`src/rtl/core/pbce_pkg.sv`:
```
// Shared types and constants for the periodic Bezier curve evaluator.
// Used by the controller, the datapath and the top level.
package pbce_pkg;

  // Request command codes
  typedef enum logic [1:0] {
    CMD_CLEAR  = 2'd0,
    CMD_APPEND = 2'd1,
    CMD_EVAL   = 2'd2,
    CMD_NOP    = 2'd3
  } cmd_e;

  // Datapath operations issued by the controller each cycle
  typedef enum logic [3:0] {
    OP_NONE,
    OP_ACCEPT,
    OP_SCAN,
    OP_LAST_RD,
    OP_LAST_LD,
    OP_SETUP,
    OP_DIV0,
    OP_DIV,
    OP_M_TAN,
    OP_T_ABS,
    OP_M_REC,
    OP_T_FIX,
    OP_M_LERP,
    OP_T_LERP,
    OP_FINAL
  } op_e;

  typedef struct packed {
    op_e        op;
    logic [1:0] sel;
    logic       load_out;
  } ctl_t;

  typedef struct packed {
    logic cnt_zero;
    logic scan_done;
    logic need_last;
    logic dist_zero;
  } sts_t;

  // One control point as stored in the table
  typedef struct packed {
    logic        [15:0] x;
    logic signed [15:0] y;
    logic signed [15:0] left;
    logic signed [15:0] right;
  } pt_t;

  localparam int unsigned PT_W = 64;

  localparam logic signed [15:0] Y_ONE      = 16'sd16384;
  localparam logic [14:0]        TLIM_RESET = 15'h7FFF;
  // Half of 12288, for rounding the tangent third
  localparam logic [39:0]        THIRD_BIAS = 40'd6144;
  // floor(2^20 / 3)
  localparam logic signed [19:0] RECIP3     = 20'sd349525;
  localparam logic signed [39:0] LERP_HALF  = 40'sd32768;

  // Order of the six de Casteljau interpolations: slot written per step
  function automatic logic [1:0] lerp_sel(input logic [2:0] step);
    logic [1:0] s;
    case (step)
      3'd0:    s = 2'd0;
      3'd1:    s = 2'd1;
      3'd2:    s = 2'd2;
      3'd3:    s = 2'd0;
      3'd4:    s = 2'd1;
      default: s = 2'd0;
    endcase
    return s;
  endfunction

endpackage

```
`src/rtl/core/pbce_ram.sv`:
```
// Generic single write, single read RAM with registered read data.
// No dependencies.
module pbce_ram #(
  parameter int unsigned WIDTH = 64,
  parameter int unsigned DEPTH = 16
) (
  input  logic                     clk_i,
  input  logic                     we_i,
  input  logic [$clog2(DEPTH)-1:0] waddr_i,
  input  logic [WIDTH-1:0]         wdata_i,
  input  logic                     re_i,
  input  logic [$clog2(DEPTH)-1:0] raddr_i,
  output logic [WIDTH-1:0]         rdata_o
);

  logic [WIDTH-1:0] mem_q [DEPTH];
  logic [WIDTH-1:0] rdata_q;

  // Write port and registered read port
  always_ff @(posedge clk_i) begin
    if (we_i) begin
      mem_q[waddr_i] <= wdata_i;
    end
    if (re_i) begin
      rdata_q <= mem_q[raddr_i];
    end
  end

  assign rdata_o = rdata_q;

endmodule

```
`src/rtl/core/pbce_ctrl.sv`:
```
// Sequencer for the periodic Bezier curve evaluator.
// Depends on pbce_pkg; drives the datapath through ctl_t and reads sts_t.
module pbce_ctrl import pbce_pkg::*; (
  input  logic       clk_i,
  input  logic       rst_ni,
  input  logic       in_valid_i,
  output logic       in_stall_o,
  input  logic [1:0] cmd_i,
  output logic       out_valid_o,
  input  logic       out_stall_i,
  input  sts_t       sts_i,
  output ctl_t       ctl_o
);

  typedef enum logic [3:0] {
    S_IDLE, S_SCAN, S_LAST_RD, S_LAST_LD, S_SETUP, S_DIV,
    S_M_TAN, S_T_ABS, S_M_REC, S_T_FIX, S_M_LERP, S_T_LERP,
    S_FINAL, S_RESP
  } state_e;

  localparam logic [4:0] DIV_LAST  = 5'd16;
  localparam logic [4:0] TAN_LAST  = 5'd1;
  localparam logic [4:0] LERP_LAST = 5'd5;

  state_e     state_q, state_d;
  logic [4:0] step_q, step_d;
  logic       out_valid_q, out_valid_d;
  logic       accept;
  logic       out_free;

  assign in_stall_o  = (state_q != S_IDLE);
  assign accept      = in_valid_i && (state_q == S_IDLE);
  assign out_free    = !out_valid_q || !out_stall_i;
  assign out_valid_o = out_valid_q;

  // Decode the datapath operation for this cycle
  always_comb begin
    ctl_o = '{op: OP_NONE, sel: 2'd0, load_out: 1'b0};
    case (state_q)
      S_IDLE:    ctl_o.op = accept ? OP_ACCEPT : OP_NONE;
      S_SCAN:    ctl_o.op = OP_SCAN;
      S_LAST_RD: ctl_o.op = OP_LAST_RD;
      S_LAST_LD: ctl_o.op = OP_LAST_LD;
      S_SETUP:   ctl_o.op = OP_SETUP;
      S_DIV:     ctl_o.op = (step_q == 5'd0) ? OP_DIV0 : OP_DIV;
      S_M_TAN: begin
        ctl_o.op  = OP_M_TAN;
        ctl_o.sel = step_q[1:0];
      end
      S_T_ABS:   ctl_o.op = OP_T_ABS;
      S_M_REC:   ctl_o.op = OP_M_REC;
      S_T_FIX: begin
        ctl_o.op  = OP_T_FIX;
        ctl_o.sel = step_q[1:0];
      end
      S_M_LERP: begin
        ctl_o.op  = OP_M_LERP;
        ctl_o.sel = lerp_sel(step_q[2:0]);
      end
      S_T_LERP: begin
        ctl_o.op  = OP_T_LERP;
        ctl_o.sel = lerp_sel(step_q[2:0]);
      end
      S_FINAL:   ctl_o.op = OP_FINAL;
      S_RESP:    ctl_o.load_out = out_free;
      default:   ctl_o.op = OP_NONE;
    endcase
  end

  // Next state
  always_comb begin
    state_d     = state_q;
    step_d      = step_q;
    out_valid_d = out_valid_q;
    if (!out_stall_i) begin
      out_valid_d = 1'b0;
    end
    case (state_q)
      S_IDLE: begin
        if (accept) begin
          if ((cmd_e'(cmd_i) == CMD_EVAL) && !sts_i.cnt_zero) begin
            state_d = S_SCAN;
          end else begin
            state_d = S_RESP;
          end
        end
      end
      S_SCAN: begin
        if (sts_i.scan_done) begin
          state_d = sts_i.need_last ? S_LAST_RD : S_SETUP;
        end
      end
      S_LAST_RD: state_d = S_LAST_LD;
      S_LAST_LD: state_d = S_SETUP;
      S_SETUP: begin
        step_d  = 5'd0;
        state_d = sts_i.dist_zero ? S_RESP : S_DIV;
      end
      S_DIV: begin
        if (step_q == DIV_LAST) begin
          step_d  = 5'd0;
          state_d = S_M_TAN;
        end else begin
          step_d = step_q + 5'd1;
        end
      end
      S_M_TAN: state_d = S_T_ABS;
      S_T_ABS: state_d = S_M_REC;
      S_M_REC: state_d = S_T_FIX;
      S_T_FIX: begin
        if (step_q == TAN_LAST) begin
          step_d  = 5'd0;
          state_d = S_M_LERP;
        end else begin
          step_d  = step_q + 5'd1;
          state_d = S_M_TAN;
        end
      end
      S_M_LERP: state_d = S_T_LERP;
      S_T_LERP: begin
        if (step_q == LERP_LAST) begin
          state_d = S_FINAL;
        end else begin
          step_d  = step_q + 5'd1;
          state_d = S_M_LERP;
        end
      end
      S_FINAL: state_d = S_RESP;
      S_RESP: begin
        if (out_free) begin
          out_valid_d = 1'b1;
          state_d     = S_IDLE;
        end
      end
      default: state_d = S_IDLE;
    endcase
  end

  // Hold state and registered outputs
  always_ff @(posedge clk_i or negedge rst_ni) begin
    if (!rst_ni) begin
      state_q     <= S_IDLE;
      step_q      <= 5'd0;
      out_valid_q <= 1'b0;
    end else begin
      state_q     <= state_d;
      step_q      <= step_d;
      out_valid_q <= out_valid_d;
    end
  end

  a_result_from_resp: assert property (@(posedge clk_i) disable iff (!rst_ni)
    ctl_o.load_out |=> out_valid_q)
    else $error("result load did not raise out_valid");

  a_accept_busy: assert property (@(posedge clk_i) disable iff (!rst_ni)
    accept |=> in_stall_o)
    else $error("request accepted without leaving idle");

  a_step_bound: assert property (@(posedge clk_i) disable iff (!rst_ni)
    (state_q == S_M_LERP || state_q == S_T_LERP) |-> (step_q <= LERP_LAST))
    else $error("interpolation step out of range");

endmodule

```
`src/rtl/core/pbce_dp.sv`:
```
// Datapath: point table, segment search, divider, shared multiplier, output.
// Depends on pbce_pkg and pbce_ram.
module pbce_dp import pbce_pkg::*; #(
  parameter int unsigned MAX_POINTS = 16
) (
  input  logic               clk_i,
  input  logic               rst_ni,
  input  ctl_t               ctl_i,
  output sts_t               sts_o,
  input  logic               cfg_we_i,
  input  logic [14:0]        cfg_wdata_i,
  input  logic [1:0]         cmd_i,
  input  logic [15:0]        pos_x_i,
  input  logic signed [15:0] point_y_i,
  input  logic signed [15:0] left_slope_i,
  input  logic signed [15:0] right_slope_i,
  output logic signed [15:0] curve_value_o,
  output logic               accepted_o
);

  localparam int unsigned AW = $clog2(MAX_POINTS);
  localparam int unsigned CW = $clog2(MAX_POINTS + 1);
  localparam logic [CW-1:0] CNT_MAX = CW'(MAX_POINTS);

  // Control state
  logic [CW-1:0] cnt_q, cnt_d;
  logic [CW-1:0] idx_q, idx_d;
  logic          vld_q, vld_d;
  logic [14:0]   tlim_q;

  // Payload state
  logic [15:0]        qx_q;
  pt_t                a_q, b_q, prev_q, first_q;
  logic [16:0]        dist_q;
  logic [17:0]        rem_q;
  logic [16:0]        quot_q;
  logic [16:0]        yd_q;
  logic signed [39:0] prod_q;
  logic [18:0]        v_q;
  logic               neg_q;
  logic signed [19:0] y0_q, y1_q, y2_q, y3_q;
  logic signed [15:0] res_val_q;
  logic               res_ok_q;
  logic signed [15:0] curve_value_q;
  logic               accepted_q;

  // Table RAM
  logic          ram_we, ram_re;
  logic [AW-1:0] ram_waddr, ram_raddr;
  pt_t           wr_pt, rd_pt;
  logic [PT_W-1:0] ram_rdata;

  pbce_ram #(.WIDTH(PT_W), .DEPTH(MAX_POINTS)) u_table (
    .clk_i   (clk_i),
    .we_i    (ram_we),
    .waddr_i (ram_waddr),
    .wdata_i (wr_pt),
    .re_i    (ram_re),
    .raddr_i (ram_raddr),
    .rdata_o (ram_rdata)
  );
  assign rd_pt = pt_t'(ram_rdata);

  // Clamp an appended point
  logic               full;
  logic signed [16:0] lim_p, lim_n, sl_l, sl_r, cl_l, cl_r;
  logic signed [15:0] cl_y;

  always_comb begin
    lim_p = $signed({2'b00, tlim_q});
    lim_n = -lim_p;
    sl_l  = 17'(left_slope_i);
    sl_r  = 17'(right_slope_i);
    cl_l  = (sl_l > lim_p) ? lim_p : ((sl_l < lim_n) ? lim_n : sl_l);
    cl_r  = (sl_r > lim_p) ? lim_p : ((sl_r < lim_n) ? lim_n : sl_r);
    cl_y  = (point_y_i > Y_ONE) ? Y_ONE : ((point_y_i < -Y_ONE) ? -Y_ONE : point_y_i);
    wr_pt = '{x: pos_x_i, y: cl_y, left: cl_l[15:0], right: cl_r[15:0]};
  end

  assign full      = (cnt_q >= CNT_MAX);
  assign ram_we    = (ctl_i.op == OP_ACCEPT) && (cmd_e'(cmd_i) == CMD_APPEND) && !full;
  assign ram_waddr = cnt_q[AW-1:0];

  // Segment search over the table
  logic          hit, last, issue, at_first;
  logic [CW-1:0] cnt_m1;

  assign hit      = vld_q && (rd_pt.x > qx_q);
  assign last     = vld_q && !hit && (idx_q == cnt_q);
  assign issue    = !hit && (idx_q < cnt_q);
  assign at_first = (idx_q == CW'(1));
  assign cnt_m1   = cnt_q - CW'(1);
  assign ram_re   = ((ctl_i.op == OP_SCAN) && issue) || (ctl_i.op == OP_LAST_RD);
  assign ram_raddr = (ctl_i.op == OP_LAST_RD) ? cnt_m1[AW-1:0] : idx_q[AW-1:0];

  // Segment geometry
  logic               wrapped;
  logic [16:0]        seg_dist;
  logic signed [17:0] num_s, dist_s;
  logic [16:0]        num_c;
  logic signed [16:0] ydiff;
  logic [16:0]        yabs;

  always_comb begin
    wrapped = a_q.x > b_q.x;
    if (wrapped) begin
      seg_dist = {1'b0, b_q.x} + 17'h10000 - {1'b0, a_q.x};
    end else begin
      seg_dist = {1'b0, b_q.x} - {1'b0, a_q.x};
    end
    if (wrapped && (qx_q < a_q.x)) begin
      num_s = $signed({2'b00, qx_q}) + 18'sd65536 - $signed({2'b00, a_q.x});
    end else begin
      num_s = $signed({2'b00, qx_q}) - $signed({2'b00, a_q.x});
    end
    dist_s = $signed({1'b0, seg_dist});
    if (num_s < 0) begin
      num_c = 17'd0;
    end else if (num_s > dist_s) begin
      num_c = seg_dist;
    end else begin
      num_c = num_s[16:0];
    end
    ydiff = 17'(b_q.y) - 17'(a_q.y);
    yabs  = ydiff[16] ? 17'(-ydiff) : 17'(ydiff);
  end

  // Divider step
  logic [17:0] div_sh;
  logic        div_ge;
  assign div_sh = (ctl_i.op == OP_DIV0) ? rem_q : {rem_q[16:0], 1'b0};
  assign div_ge = div_sh >= {1'b0, dist_q};

  // Shared multiplier operands
  logic signed [19:0] lo_y, hi_y;
  logic signed [19:0] mul_a, mul_b;

  always_comb begin
    case (ctl_i.sel)
      2'd0:    begin lo_y = y0_q; hi_y = y1_q; end
      2'd1:    begin lo_y = y1_q; hi_y = y2_q; end
      default: begin lo_y = y2_q; hi_y = y3_q; end
    endcase
    case (ctl_i.op)
      OP_M_TAN: begin
        mul_a = ctl_i.sel[0] ? 20'(b_q.left) : 20'(a_q.right);
        mul_b = $signed({3'b000, yd_q});
      end
      OP_M_REC: begin
        mul_a = $signed({1'b0, v_q});
        mul_b = RECIP3;
      end
      default: begin
        mul_a = hi_y - lo_y;
        mul_b = $signed({3'b000, quot_q});
      end
    endcase
  end

  // Tangent third, rounded half away from zero; rounded interpolation step; final clamp
  logic [39:0]        mag;
  logic [39:0]        mag_b;
  logic [18:0]        qe;
  logic [20:0]        rr;
  logic [18:0]        qf;
  logic signed [19:0] sv;
  logic signed [39:0] lr_rnd, lr_sh;
  logic signed [19:0] lr_new;
  logic signed [15:0] fin;

  always_comb begin
    mag    = prod_q[39] ? 40'(-prod_q) : 40'(prod_q);
    mag_b  = mag + THIRD_BIAS;
    qe     = prod_q[38:20];
    rr     = {2'b00, v_q} - (21'(qe) * 21'd3);
    qf     = qe + ((rr >= 21'd3) ? 19'd1 : 19'd0);
    sv     = neg_q ? -$signed({1'b0, qf}) : $signed({1'b0, qf});
    lr_rnd = prod_q + LERP_HALF;
    lr_sh  = lr_rnd >>> 16;
    lr_new = lo_y + lr_sh[19:0];
    if (y0_q > 20'(Y_ONE)) begin
      fin = Y_ONE;
    end else if (y0_q < -20'(Y_ONE)) begin
      fin = -Y_ONE;
    end else begin
      fin = y0_q[15:0];
    end
  end

  // Status to the controller
  assign sts_o = '{
    cnt_zero:  (cnt_q == '0),
    scan_done: hit || last,
    need_last: hit && at_first,
    dist_zero: (seg_dist == 17'd0)
  };

  // Control registers: count, scan index, limit
  always_comb begin
    cnt_d = cnt_q;
    idx_d = idx_q;
    vld_d = vld_q;
    case (ctl_i.op)
      OP_ACCEPT: begin
        idx_d = '0;
        vld_d = 1'b0;
        if (cmd_e'(cmd_i) == CMD_CLEAR) begin
          cnt_d = '0;
        end else if (ram_we) begin
          cnt_d = cnt_q + CW'(1);
        end
      end
      OP_SCAN: begin
        vld_d = issue;
        idx_d = idx_q + (issue ? CW'(1) : CW'(0));
      end
      default: begin
        vld_d = 1'b0;
      end
    endcase
  end

  always_ff @(posedge clk_i or negedge rst_ni) begin
    if (!rst_ni) begin
      cnt_q  <= '0;
      idx_q  <= '0;
      vld_q  <= 1'b0;
      tlim_q <= TLIM_RESET;
    end else begin
      cnt_q <= cnt_d;
      idx_q <= idx_d;
      vld_q <= vld_d;
      if (cfg_we_i) begin
        tlim_q <= cfg_wdata_i;
      end
    end
  end

  // Payload registers
  always_ff @(posedge clk_i) begin
    case (ctl_i.op)
      OP_ACCEPT: begin
        qx_q      <= pos_x_i;
        res_val_q <= '0;
        case (cmd_e'(cmd_i))
          CMD_CLEAR:  res_ok_q <= 1'b1;
          CMD_APPEND: res_ok_q <= !full;
          CMD_EVAL:   res_ok_q <= 1'b1;
          default:    res_ok_q <= 1'b0;
        endcase
      end
      OP_SCAN: begin
        if (vld_q && !hit) begin
          prev_q <= rd_pt;
          if (at_first) begin
            first_q <= rd_pt;
          end
        end
        if (hit) begin
          b_q <= rd_pt;
          if (!at_first) begin
            a_q <= prev_q;
          end
        end
        if (last) begin
          a_q <= rd_pt;
          b_q <= at_first ? rd_pt : first_q;
        end
      end
      OP_LAST_LD: a_q <= rd_pt;
      OP_SETUP: begin
        dist_q    <= seg_dist;
        rem_q     <= {1'b0, num_c};
        quot_q    <= '0;
        yd_q      <= yabs;
        y0_q      <= 20'(a_q.y);
        y3_q      <= 20'(b_q.y);
        res_val_q <= b_q.y;
      end
      OP_DIV0, OP_DIV: begin
        rem_q  <= div_ge ? (div_sh - {1'b0, dist_q}) : div_sh;
        quot_q <= {quot_q[15:0], div_ge};
      end
      OP_M_TAN, OP_M_REC, OP_M_LERP: begin
        prod_q <= mul_a * mul_b;
      end
      OP_T_ABS: begin
        v_q   <= mag_b[30:12];
        neg_q <= prod_q[39];
      end
      OP_T_FIX: begin
        if (ctl_i.sel[0]) begin
          y2_q <= 20'(b_q.y) - sv;
        end else begin
          y1_q <= 20'(a_q.y) + sv;
        end
      end
      OP_T_LERP: begin
        case (ctl_i.sel)
          2'd0:    y0_q <= lr_new;
          2'd1:    y1_q <= lr_new;
          default: y2_q <= lr_new;
        endcase
      end
      OP_FINAL: res_val_q <= fin;
      default: ;
    endcase
    if (ctl_i.load_out) begin
      curve_value_q <= res_val_q;
      accepted_q    <= res_ok_q;
    end
  end

  assign curve_value_o = curve_value_q;
  assign accepted_o    = accepted_q;

  a_cnt_bound: assert property (@(posedge clk_i) disable iff (!rst_ni)
    cnt_q <= CNT_MAX)
    else $error("point count beyond table depth");

  a_idx_bound: assert property (@(posedge clk_i) disable iff (!rst_ni)
    (ctl_i.op == OP_SCAN) |-> (idx_q <= cnt_q))
    else $error("scan index passed point count");

  a_rem_bound: assert property (@(posedge clk_i) disable iff (!rst_ni)
    (ctl_i.op == OP_DIV0 || ctl_i.op == OP_DIV) |=> (rem_q < {1'b0, dist_q}))
    else $error("divider remainder not reduced");

endmodule

```
`src/rtl/core/periodic_bezier_curve_evaluator.sv`:
```
// Channel   Direction  Handshake               Payload
// request   in         in_valid_i / in_stall_o  cmd, pos_x, point_y, left/right_slope
// result    out        out_valid_o/out_stall_i  curve_value, accepted
// config    in         cfg_we_i                 cfg_wdata_i (tangent limit)
//
// Clear, append and unused commands skip the scan and go straight to the result.
// Evaluate runs a table scan at one entry per cycle (with a read-back of the last
// point when the query lies before the first point), a 17-step restoring divider
// and 10 passes through one shared multiplier; a zero-width segment skips both.
// Reset empties the table and sets the tangent limit to its maximum.
// One request is in flight at a time; the result register frees the
// request side while a finished result waits on out_stall_i.
//
// Top level; depends on pbce_pkg, pbce_ctrl, pbce_dp and pbce_ram.
module periodic_bezier_curve_evaluator import pbce_pkg::*; #(
  parameter int unsigned MAX_POINTS = 16
) (
  input  logic               clk_i,
  input  logic               rst_ni,
  input  logic               in_valid_i,
  output logic               in_stall_o,
  input  logic [1:0]         cmd_i,
  input  logic [15:0]        pos_x_i,
  input  logic signed [15:0] point_y_i,
  input  logic signed [15:0] left_slope_i,
  input  logic signed [15:0] right_slope_i,
  output logic               out_valid_o,
  input  logic               out_stall_i,
  output logic signed [15:0] curve_value_o,
  output logic               accepted_o,
  input  logic               cfg_we_i,
  input  logic [14:0]        cfg_wdata_i
);

  ctl_t ctl;
  sts_t sts;

  pbce_ctrl u_ctrl (
    .clk_i       (clk_i),
    .rst_ni      (rst_ni),
    .in_valid_i  (in_valid_i),
    .in_stall_o  (in_stall_o),
    .cmd_i       (cmd_i),
    .out_valid_o (out_valid_o),
    .out_stall_i (out_stall_i),
    .sts_i       (sts),
    .ctl_o       (ctl)
  );

  pbce_dp #(.MAX_POINTS(MAX_POINTS)) u_dp (
    .clk_i         (clk_i),
    .rst_ni        (rst_ni),
    .ctl_i         (ctl),
    .sts_o         (sts),
    .cfg_we_i      (cfg_we_i),
    .cfg_wdata_i   (cfg_wdata_i),
    .cmd_i         (cmd_i),
    .pos_x_i       (pos_x_i),
    .point_y_i     (point_y_i),
    .left_slope_i  (left_slope_i),
    .right_slope_i (right_slope_i),
    .curve_value_o (curve_value_o),
    .accepted_o    (accepted_o)
  );

endmodule

```
`config.mk`:
```
export PLATFORM = sky130hd
export DESIGN_NAME = periodic_bezier_curve_evaluator
export DESIGN_NICKNAME = d
export VERILOG_FILES = /design/src/rtl/core/pbce_pkg.sv /design/src/rtl/core/pbce_ram.sv /design/src/rtl/core/pbce_ctrl.sv /design/src/rtl/core/pbce_dp.sv /design/src/rtl/core/periodic_bezier_curve_evaluator.sv
export SDC_FILE = /design/constraint.sdc
export NUM_CORES = 2
export LEC_CHECK = 0
export BUFFER_PORTS_ARGS = -buffer_cell sky130_fd_sc_hd__clkbuf_2
export CAP_MARGIN = 20
export CORE_MARGIN = 3
export CORE_UTILIZATION = 60
export DETAILED_ROUTE_END_ITERATION = 10
export HOLD_SLACK_MARGIN = 0.05
export PLACE_DENSITY_LB_ADDON = 0.15
export REMOVE_ABC_BUFFERS = 1
export SYNTH_ARGS = -nofsm -noshare
export SYNTH_HDL_FRONTEND = slang
export SYNTH_SLANG_ARGS = --single-unit
export TNS_END_PERCENT = 50
```
`constraint.sdc`:
```
create_clock -name clk_i -period 12.78 [get_ports clk_i]
set_input_delay 1.917 -clock clk_i [delete_from_list [all_inputs] [get_ports clk_i]]
set_output_delay 1.917 -clock clk_i [all_outputs]
set_load 0.01 [all_outputs]
```
# Word-level counts from Yosys, hierarchy flattened
# Memories as Yosys holds them, arrays and structs flattened. A register that Yosys moved wholly into a read port is not among the register bits.
# Cells that the tools add are included.
[classes]
n_addsub = 24
multipliers = 2
magnitude_cmp = 17
n_eq_ne = 50
mux = 73
reduce_logical = 51
[op_table]
columns = ["cell", "count"]
rows = [
  ["$mux W64", 6],
  ["$pmux W20 S2", 6],
  ["$mux W16", 9],
  ["$mux W20", 7],
  ["$pmux W64 S2", 1],
  ["$gt A16 B16 Y1", 4],
  ["$pmux W4 S14", 1],
  ["$mux W18", 3],
  ["$eq A4 B4 Y1 const B", 13],
  ["$pmux W4 S13", 1],
  ["$mux W17", 3],
  ["$sub A16 B16 Y17", 3],
  ["$pmux W16 S3", 1],
  ["$mul A20 B20 Y40", 1],
  ["$pmux W19 S2", 1],
  ["$add A36 B17 Y36 const B", 1],
  ["$pmux W18 S2", 1],
  ["$sub A18 B17 Y18", 2],
  ["$lt A16 B17 Y1", 2],
  ["$pmux W17 S2", 1],
  ["$eq A4 B3 Y1 const B", 8],
  ["$mux W4", 8],
  ["$add A31 B13 Y31 const B", 1],
  ["$mux W31", 1],
  ["65 further kinds", 132],
]
[totals]
regBits = 515
ramBits = 1024
input_bits = 86
out_inout_bits = 19
elab_cells = 256
mem_count = 1
[mem_list]
columns = ["memory", "depth", "width", "read_ports", "rd_ports_with_merged_regs", "wr", "line", "text"]
rows = [
  ["u_dp.u_table.mem_q", 16, 64, 1, 1, 1, "pbce_ram.sv:16", "logic [WIDTH-1:0] mem_q [DEPTH];"],
]

# Longest topological paths before layout
[depth]
word_depth = 10
ltp_mapped = 51
ltp_nobuf = 46

# Hierarchy
# A second synthesis with hierarchy kept.
[hier_totals]
hier_cells = 6692
area_unflattened_um2 = 89235.6
[modules_own_cells]
columns = ["module", "instances", "cells_per_inst", "area_each_um2", "seq_area_each_um2"]
rows = [
  ["pbce_dp", 1, 4915, 47979.8, 14092.3],
  ["pbce_ram", 1, 1647, 40222.3, 32671.3],
  ["pbce_ctrl", 1, 130, 1033.5, 250.2],
]

# Worst setup path after synthesis
# Ideal clock, no wire load.
[synth_path]
kind = "reg-to-reg"
startpoint = "reg u_ctrl.step_q[0]"
endpoint = "reg u_dp.prod_q[37] (data pin)"
arrival_ns = 11.351
slack_ns = 1.171
path_stages_with_launch = 48
period_less_slack_ns = 11.609
cell_sequence = "dfrtp_1 > clkbuf_1 > inv_1 > ha_1 > mux2i_1 > nor2_1 > nor2_2 > clkbuf_1 > clkbuf_1 > buf_1 > clkbuf_1 > nand2_1 > a31oi_1 > fa_1 > inv_1 > maj3_2 > a211oi_2 > o21ai_1 > [12 not listed] > fa_1 > fa_1 > inv_1 > fa_1 > inv_1 > ha_1 > and3_1 > a21boi_0 > o21a_1 > nand3_1 > a211oi_1 > nand3b_1 > and2_1 > o41ai_1 > o21bai_1 > a21o_1 > a21oi_1 > xnor2_1"
[synth_between]
elab_chain_cells = 9
[synth_rtl]
columns = ["item", "line", "text"]
rows = [
  ["start, declared", "pbce_ctrl.sv:26", "logic [4:0] step_q, step_d;"],
  ["start signal, assigned", "pbce_ctrl.sv:147", "step_q <= step_d;"],
  ["$eq A3 B1 Y1 / $eq A3 B3 Y1 (equally long branches)", "pbce_pkg.sv:66", "case (step)"],
  ["$reduce_or A2 Y1 (no source line)", "--", ""],
  ["$pmux W2 S2", "pbce_pkg.sv:66", ""],
  ["$pmux W2 S2", "pbce_ctrl.sv:39", "case (state_q)"],
  ["$eq A2 B1 Y1 / $logic_not A2 Y1 (equally long branches)", "pbce_dp.sv:139", "case (ctl_i.sel)"],
  ["$pmux W20 S2", "pbce_dp.sv:139", ""],
  ["$sub A20 B20 Y20", "pbce_dp.sv:154", "mul_a = hi_y - lo_y;"],
  ["$pmux W20 S2", "pbce_dp.sv:144", "case (ctl_i.op)"],
  ["$mul A20 B20 Y40 (*)", "pbce_dp.sv:285", "prod_q <= mul_a * mul_b;"],
  ["end signal, assigned", "pbce_dp.sv:285", ""],
  ["end, declared", "pbce_dp.sv:38", "logic signed [39:0] prod_q;"],
]
# Mark *: on every way between the ends. The rest lies on a longest branch, timed or not.
# A chain may end at the register's enable or synchronous reset.

# Final worst setup path
[layout_path]
startpoint = "reg u_ctrl.state_q[2]"
endpoint = "reg u_dp.prod_q[37] (data pin)"
[layout_between]
elab_chain_cells = 8
[layout_rtl]
columns = ["item", "line", "text"]
rows = [
  ["start, declared", "pbce_ctrl.sv:25", "state_e state_q, state_d;"],
  ["start signal, assigned", "pbce_ctrl.sv:146", "state_q <= state_d;"],
  ["$eq A4 B4 Y1 / $eq A4 B3 Y1 (equally long branches)", "pbce_ctrl.sv:39", ""],
  ["$reduce_or A2 Y1 (no source line)", "--", ""],
  ["$pmux W2 S2", "pbce_ctrl.sv:39", ""],
  ["$eq A2 B1 Y1 / $logic_not A2 Y1 (equally long branches)", "pbce_dp.sv:139", ""],
  ["$pmux W20 S2", "pbce_dp.sv:139", ""],
  ["$sub A20 B20 Y20", "pbce_dp.sv:154", ""],
  ["$pmux W20 S2", "pbce_dp.sv:144", ""],
  ["$mul A20 B20 Y40 (*)", "pbce_dp.sv:285", ""],
]
# Marks and branches as above.

==> results by stage <==
Layout:
- The most common cell after layout, fill and taps aside is sky130_fd_sc_hd__edfxtp_1.
- The post-layout net count is 7869.
- The top cell types in the final layout, fill and taps aside, are sky130_fd_sc_hd__edfxtp_1 (1535), sky130_fd_sc_hd__inv_1 (696), sky130_fd_sc_hd__nand2_1 (633), sky130_fd_sc_hd__ha_1 (410), sky130_fd_sc_hd__fa_1 (393).
- In the final layout, the share of cells above drive strength 1 is about an eighth.
- The number of standard cells in the layout, taps in and fillers out is between 9000 and 10000.
- From synthesis to final layout, the design area changed by 9.66%.

Clock tree:
- The tree is rooted in a sky130_fd_sc_hd__clkbuf_16.
- The CTS tree is yes.
- The H-tree generated during clock tree synthesis spans 4 levels.
- Clock-pin slew was measured on the worst setup and hold paths at 60 ps.
- The sink count of the clock tree is ~1600.
- The deepest clock path buffer count is 3.
- The quantity of gates resized following cts is 0.
- The total CTS buffers is 159.
- Clock latency on the worst-skew pair, taken at its later pin, is 810 ps.

Global route:
- The number of antenna violations at the first check in global routing is 12.
- For this run the aggregate overflow at the end of global routing stands at 0.
- In the global route stage, overall resource usage came out at 31.4%.
- The global-route wire length before repair is 358 mm.
- The via count of the first global-routing pass is 56700.
- The maximum number of pins on one net before global-route repair is 130.

Floorplanning:
- The core region is 147000 µm².
- The die span in x is ~390 µm.
- The initial core utilization is ~60%.
- The area enclosed by the die boundary is 153000 µm².
- The boundary pin count is ~110.
- After floorplanning, the core was divided into 140 placement rows.
- The chip height is around 390 µm.

Timing:
- The maximum clock frequency is 82.9 MHz.
- The max-slew violation total from the final report is 0.
- The minimum clock period after layout is roughly 12000 ps.
- Setup violations remaining at the end of the flow were counted as 0.
- For the pin with the worst max-slew slack, the measured transition is 1390 ps.
- Setup repair after global routing left no endpoint under its margin.
- The number of endpoints with negative hold slack in the final report came to 0.
- The final setup skew is 67.9 ps.
- The worst pin sits at a relative slew slack of 7.26%.
- The final critical-path share of the clock period is 94.4%.

Synthesis:
- Among all flip-flop cells after synthesis, the most frequent one is sky130_fd_sc_hd__edfxtp_1.
- The cell count after synthesis came out at 6831.
- In this run the mean area of a mapped cell was 13.0 µm².
- The number of distinct library cells after synthesis is 92.
- The number of enable flip-flop cells after synthesis is between 1500 and 2000.
- The most area-hungry cell type in the Yosys netlist is sky130_fd_sc_hd__edfxtp_1.
- The combined area of all synthesized cells is 89100 µm².
- In the post-synthesis netlist, the biggest area contributors are sky130_fd_sc_hd__edfxtp_1 (52%), sky130_fd_sc_hd__fa_1 (8.8%), sky130_fd_sc_hd__mux4_2 (6.5%).
- The number of storage elements in the synthesis netlist is roughly 1600.
- For this run, the number of Yosys warnings is 0.
- The post-synthesis async set-or-reset flop share is under 10%.
- The area fraction of the dominant cell type after synthesis is 51.7%.
- The register area share after synthesis is 52.8%.

Placement:
- The placed instance count is 8727.
- Routability-driven placement finished with a final weighted congestion of 0.981.
- The number of port buffers is 104.
- The detailed-placement wirelength estimate is 164 mm.

Flow run:
- The tool flagged a number of max-cap violations equal to 0.

Detailed routing:
- The first TritonRoute pass finished after 6 iterations.
- For this run, design rule violations remaining after detail routing come to 0.
- The detailed router placed 56300 vias in this run.
- The initial detailed-routing violation count is 5433.
- The antenna violation net count after detailed routing is 0.
- The average via count per standard cell is 6.23.
- The final wirelength is approximately 240 mm.
- After detailed routing, the average wire length per cell comes to 26.2 µm.

Setup path:
- The arrival time at the worst endpoint is between 10000 and 15000 ps.
- The number of cells on the worst reg-to-reg path is 42.
- The critical path in this run is classified as reg2reg.
- The cell repeated most along the worst path is sky130_fd_sc_hd__inv_1.
- In this design, the stage delay of the slowest critical-path cell is 680 ps.
- The library cell contributing the largest single delay on the critical path is sky130_fd_sc_hd__nor4bb_4.
- In this run the worst path has a maximum fanout of 25.
- The worst setup path is captured at a register.
- Data on the critical path is required at its endpoint by 13300 ps.
- The worst setup path is launched from a register.

Hold path:
- The worst hold path was traced through 0 stages.
- The class of the worst hold path is reg2reg.

Status:
- The flow ran to the end, and the final reports show no timing, DRC or antenna violations.
## layout make-up
cell class,instances,area (µm²)
Tap cell,1917,2400
Antenna cell,11,27.5
Clock inverter,98,996
Timing Repair Buffer,241,1680
Clock buffer,188,4150
Multi-Input combinational cell,4309,38800
Inverter,698,2620
Fill cell,10600,48900
Sequential cell,1571,47000
## worst max-delay path, delay by kind of cell (launching register included)
| kind | cells | cell delay [ps] |
|---|---|---|
| fa+ha+maj | 9 | 4360 |
| flops | 1 | 590 |
| xor+xnor | 1 | 70 |
| buf+inv | 10 | 1210 |
| compound gates | 12 | 2890 |
| mux | 1 | 150 |
| simple gates | 9 | 2430 |
## cell usage after synthesis (all sizes together) (21+ instances only)
| master | number |
|---|---|
| fa | 393 |
| xnor2 | 227 |
| nor2 | 400 |
| o31ai | 25 |
| a22o | 25 |
| edfxtp | 1535 |
| a21oi | 294 |
| o22ai | 33 |
| and3 | 49 |
| and2 | 40 |
| mux2 | 99 |
| inv | 697 |
| a22oi | 21 |
| buf | 61 |
| a21o | 91 |
| nand2b | 54 |
| nor4 | 28 |
| clkbuf | 192 |
| xor2 | 87 |
| nor3 | 78 |
| or3 | 23 |
| o21a | 60 |
| a31oi | 45 |
| o21bai | 32 |
| nor2b | 115 |
| mux4 | 256 |
| ha | 410 |
| o21ai | 233 |
| a211oi | 74 |
| nand3 | 82 |
| nand4 | 43 |
| nand2 | 634 |
| dfrtp | 21 |
| mux2i | 141 |
## state kept, by name (all words and copies together), names as in the netlist, 18 cells and up
signal,cells
u_dp.y0_q,20
u_dp.v_q,19
u_dp.y2_q,20
u_dp.b_q,48
u_dp.u_table.mem_q,1024
u_dp.prod_q,40
u_dp.y1_q,20
u_dp.a_q,48
u_dp.first_q,48
u_dp.rem_q,18
u_dp.u_table.rdata_o,64
u_dp.prev_q,48
## what timing repair did
item	4_1_cts	5_1_grt
hold buffers	0	0
endpoints found under the setup margin	0	1
buffers inserted	0	0
## kinds of logic after synthesis
group	after synthesis	share of synthesized area, %
compound gates	1086	7.90
flops	1571	52.8
fa+ha+maj	811	14.7
buf+inv	951	4.04
simple gates	1600	8.19
other cells	2	0.00843
xor+xnor	314	3.09
mux	496	9.32
## worst paths after layout
| path | startpoint | end | slack [ps] |
|---|---|---|---|
| setup reg to reg | u_ctrl.state_q[2] | u_dp.prod_q[37] | 720 |
| setup / recovery | u_ctrl.state_q[2] | u_dp.prod_q[37] | 720 |
| hold reg to reg | u_dp.u_table.rdata_o[2] | u_dp.prev_q[2] | 410 |
| min in group asynchronous | rst_ni | u_dp.vld_q | 1250 |
| hold / removal | u_dp.u_table.rdata_o[2] | u_dp.prev_q[2] | 410 |
| max in group asynchronous | rst_ni | u_dp.idx_q[0] | 11050 |
## stage by stage
| step | hold WS [ps] | TNS [ps] | util [%] | setup WS [ps] | instance area [µm²] |
|---|---|---|---|---|---|
| floorplan | 400 | -835620 | - | -12960 | 88100 |
| global placement | 428 | 0 | 63.0 | 958 | 92300 |
| detailed placement | 441 | 0 | 63.0 | 797 | 92400 |
| CTS | 418 | 0 | 66.5 | 755 | 97500 |
| global route | 444 | 0 | 66.6 | 6.13 | 97700 |
| finish | 414 | 0 | 66.6 | 721 | 97700 |
## layer usage
| metal | track usage (%) | part of all wire [%] |
|---|---|---|
| met3 | 5.63 | 8.2 |
| met2 | 50.7 | 48 |
| met5 | 0 | 0 |
| met1 | 44.4 | 41 |
| met4 | 8.81 | 2.8 |
Power is not shown: default switching activity piles up to over one toggle a cycle in this logic, so the estimate is an artifact.
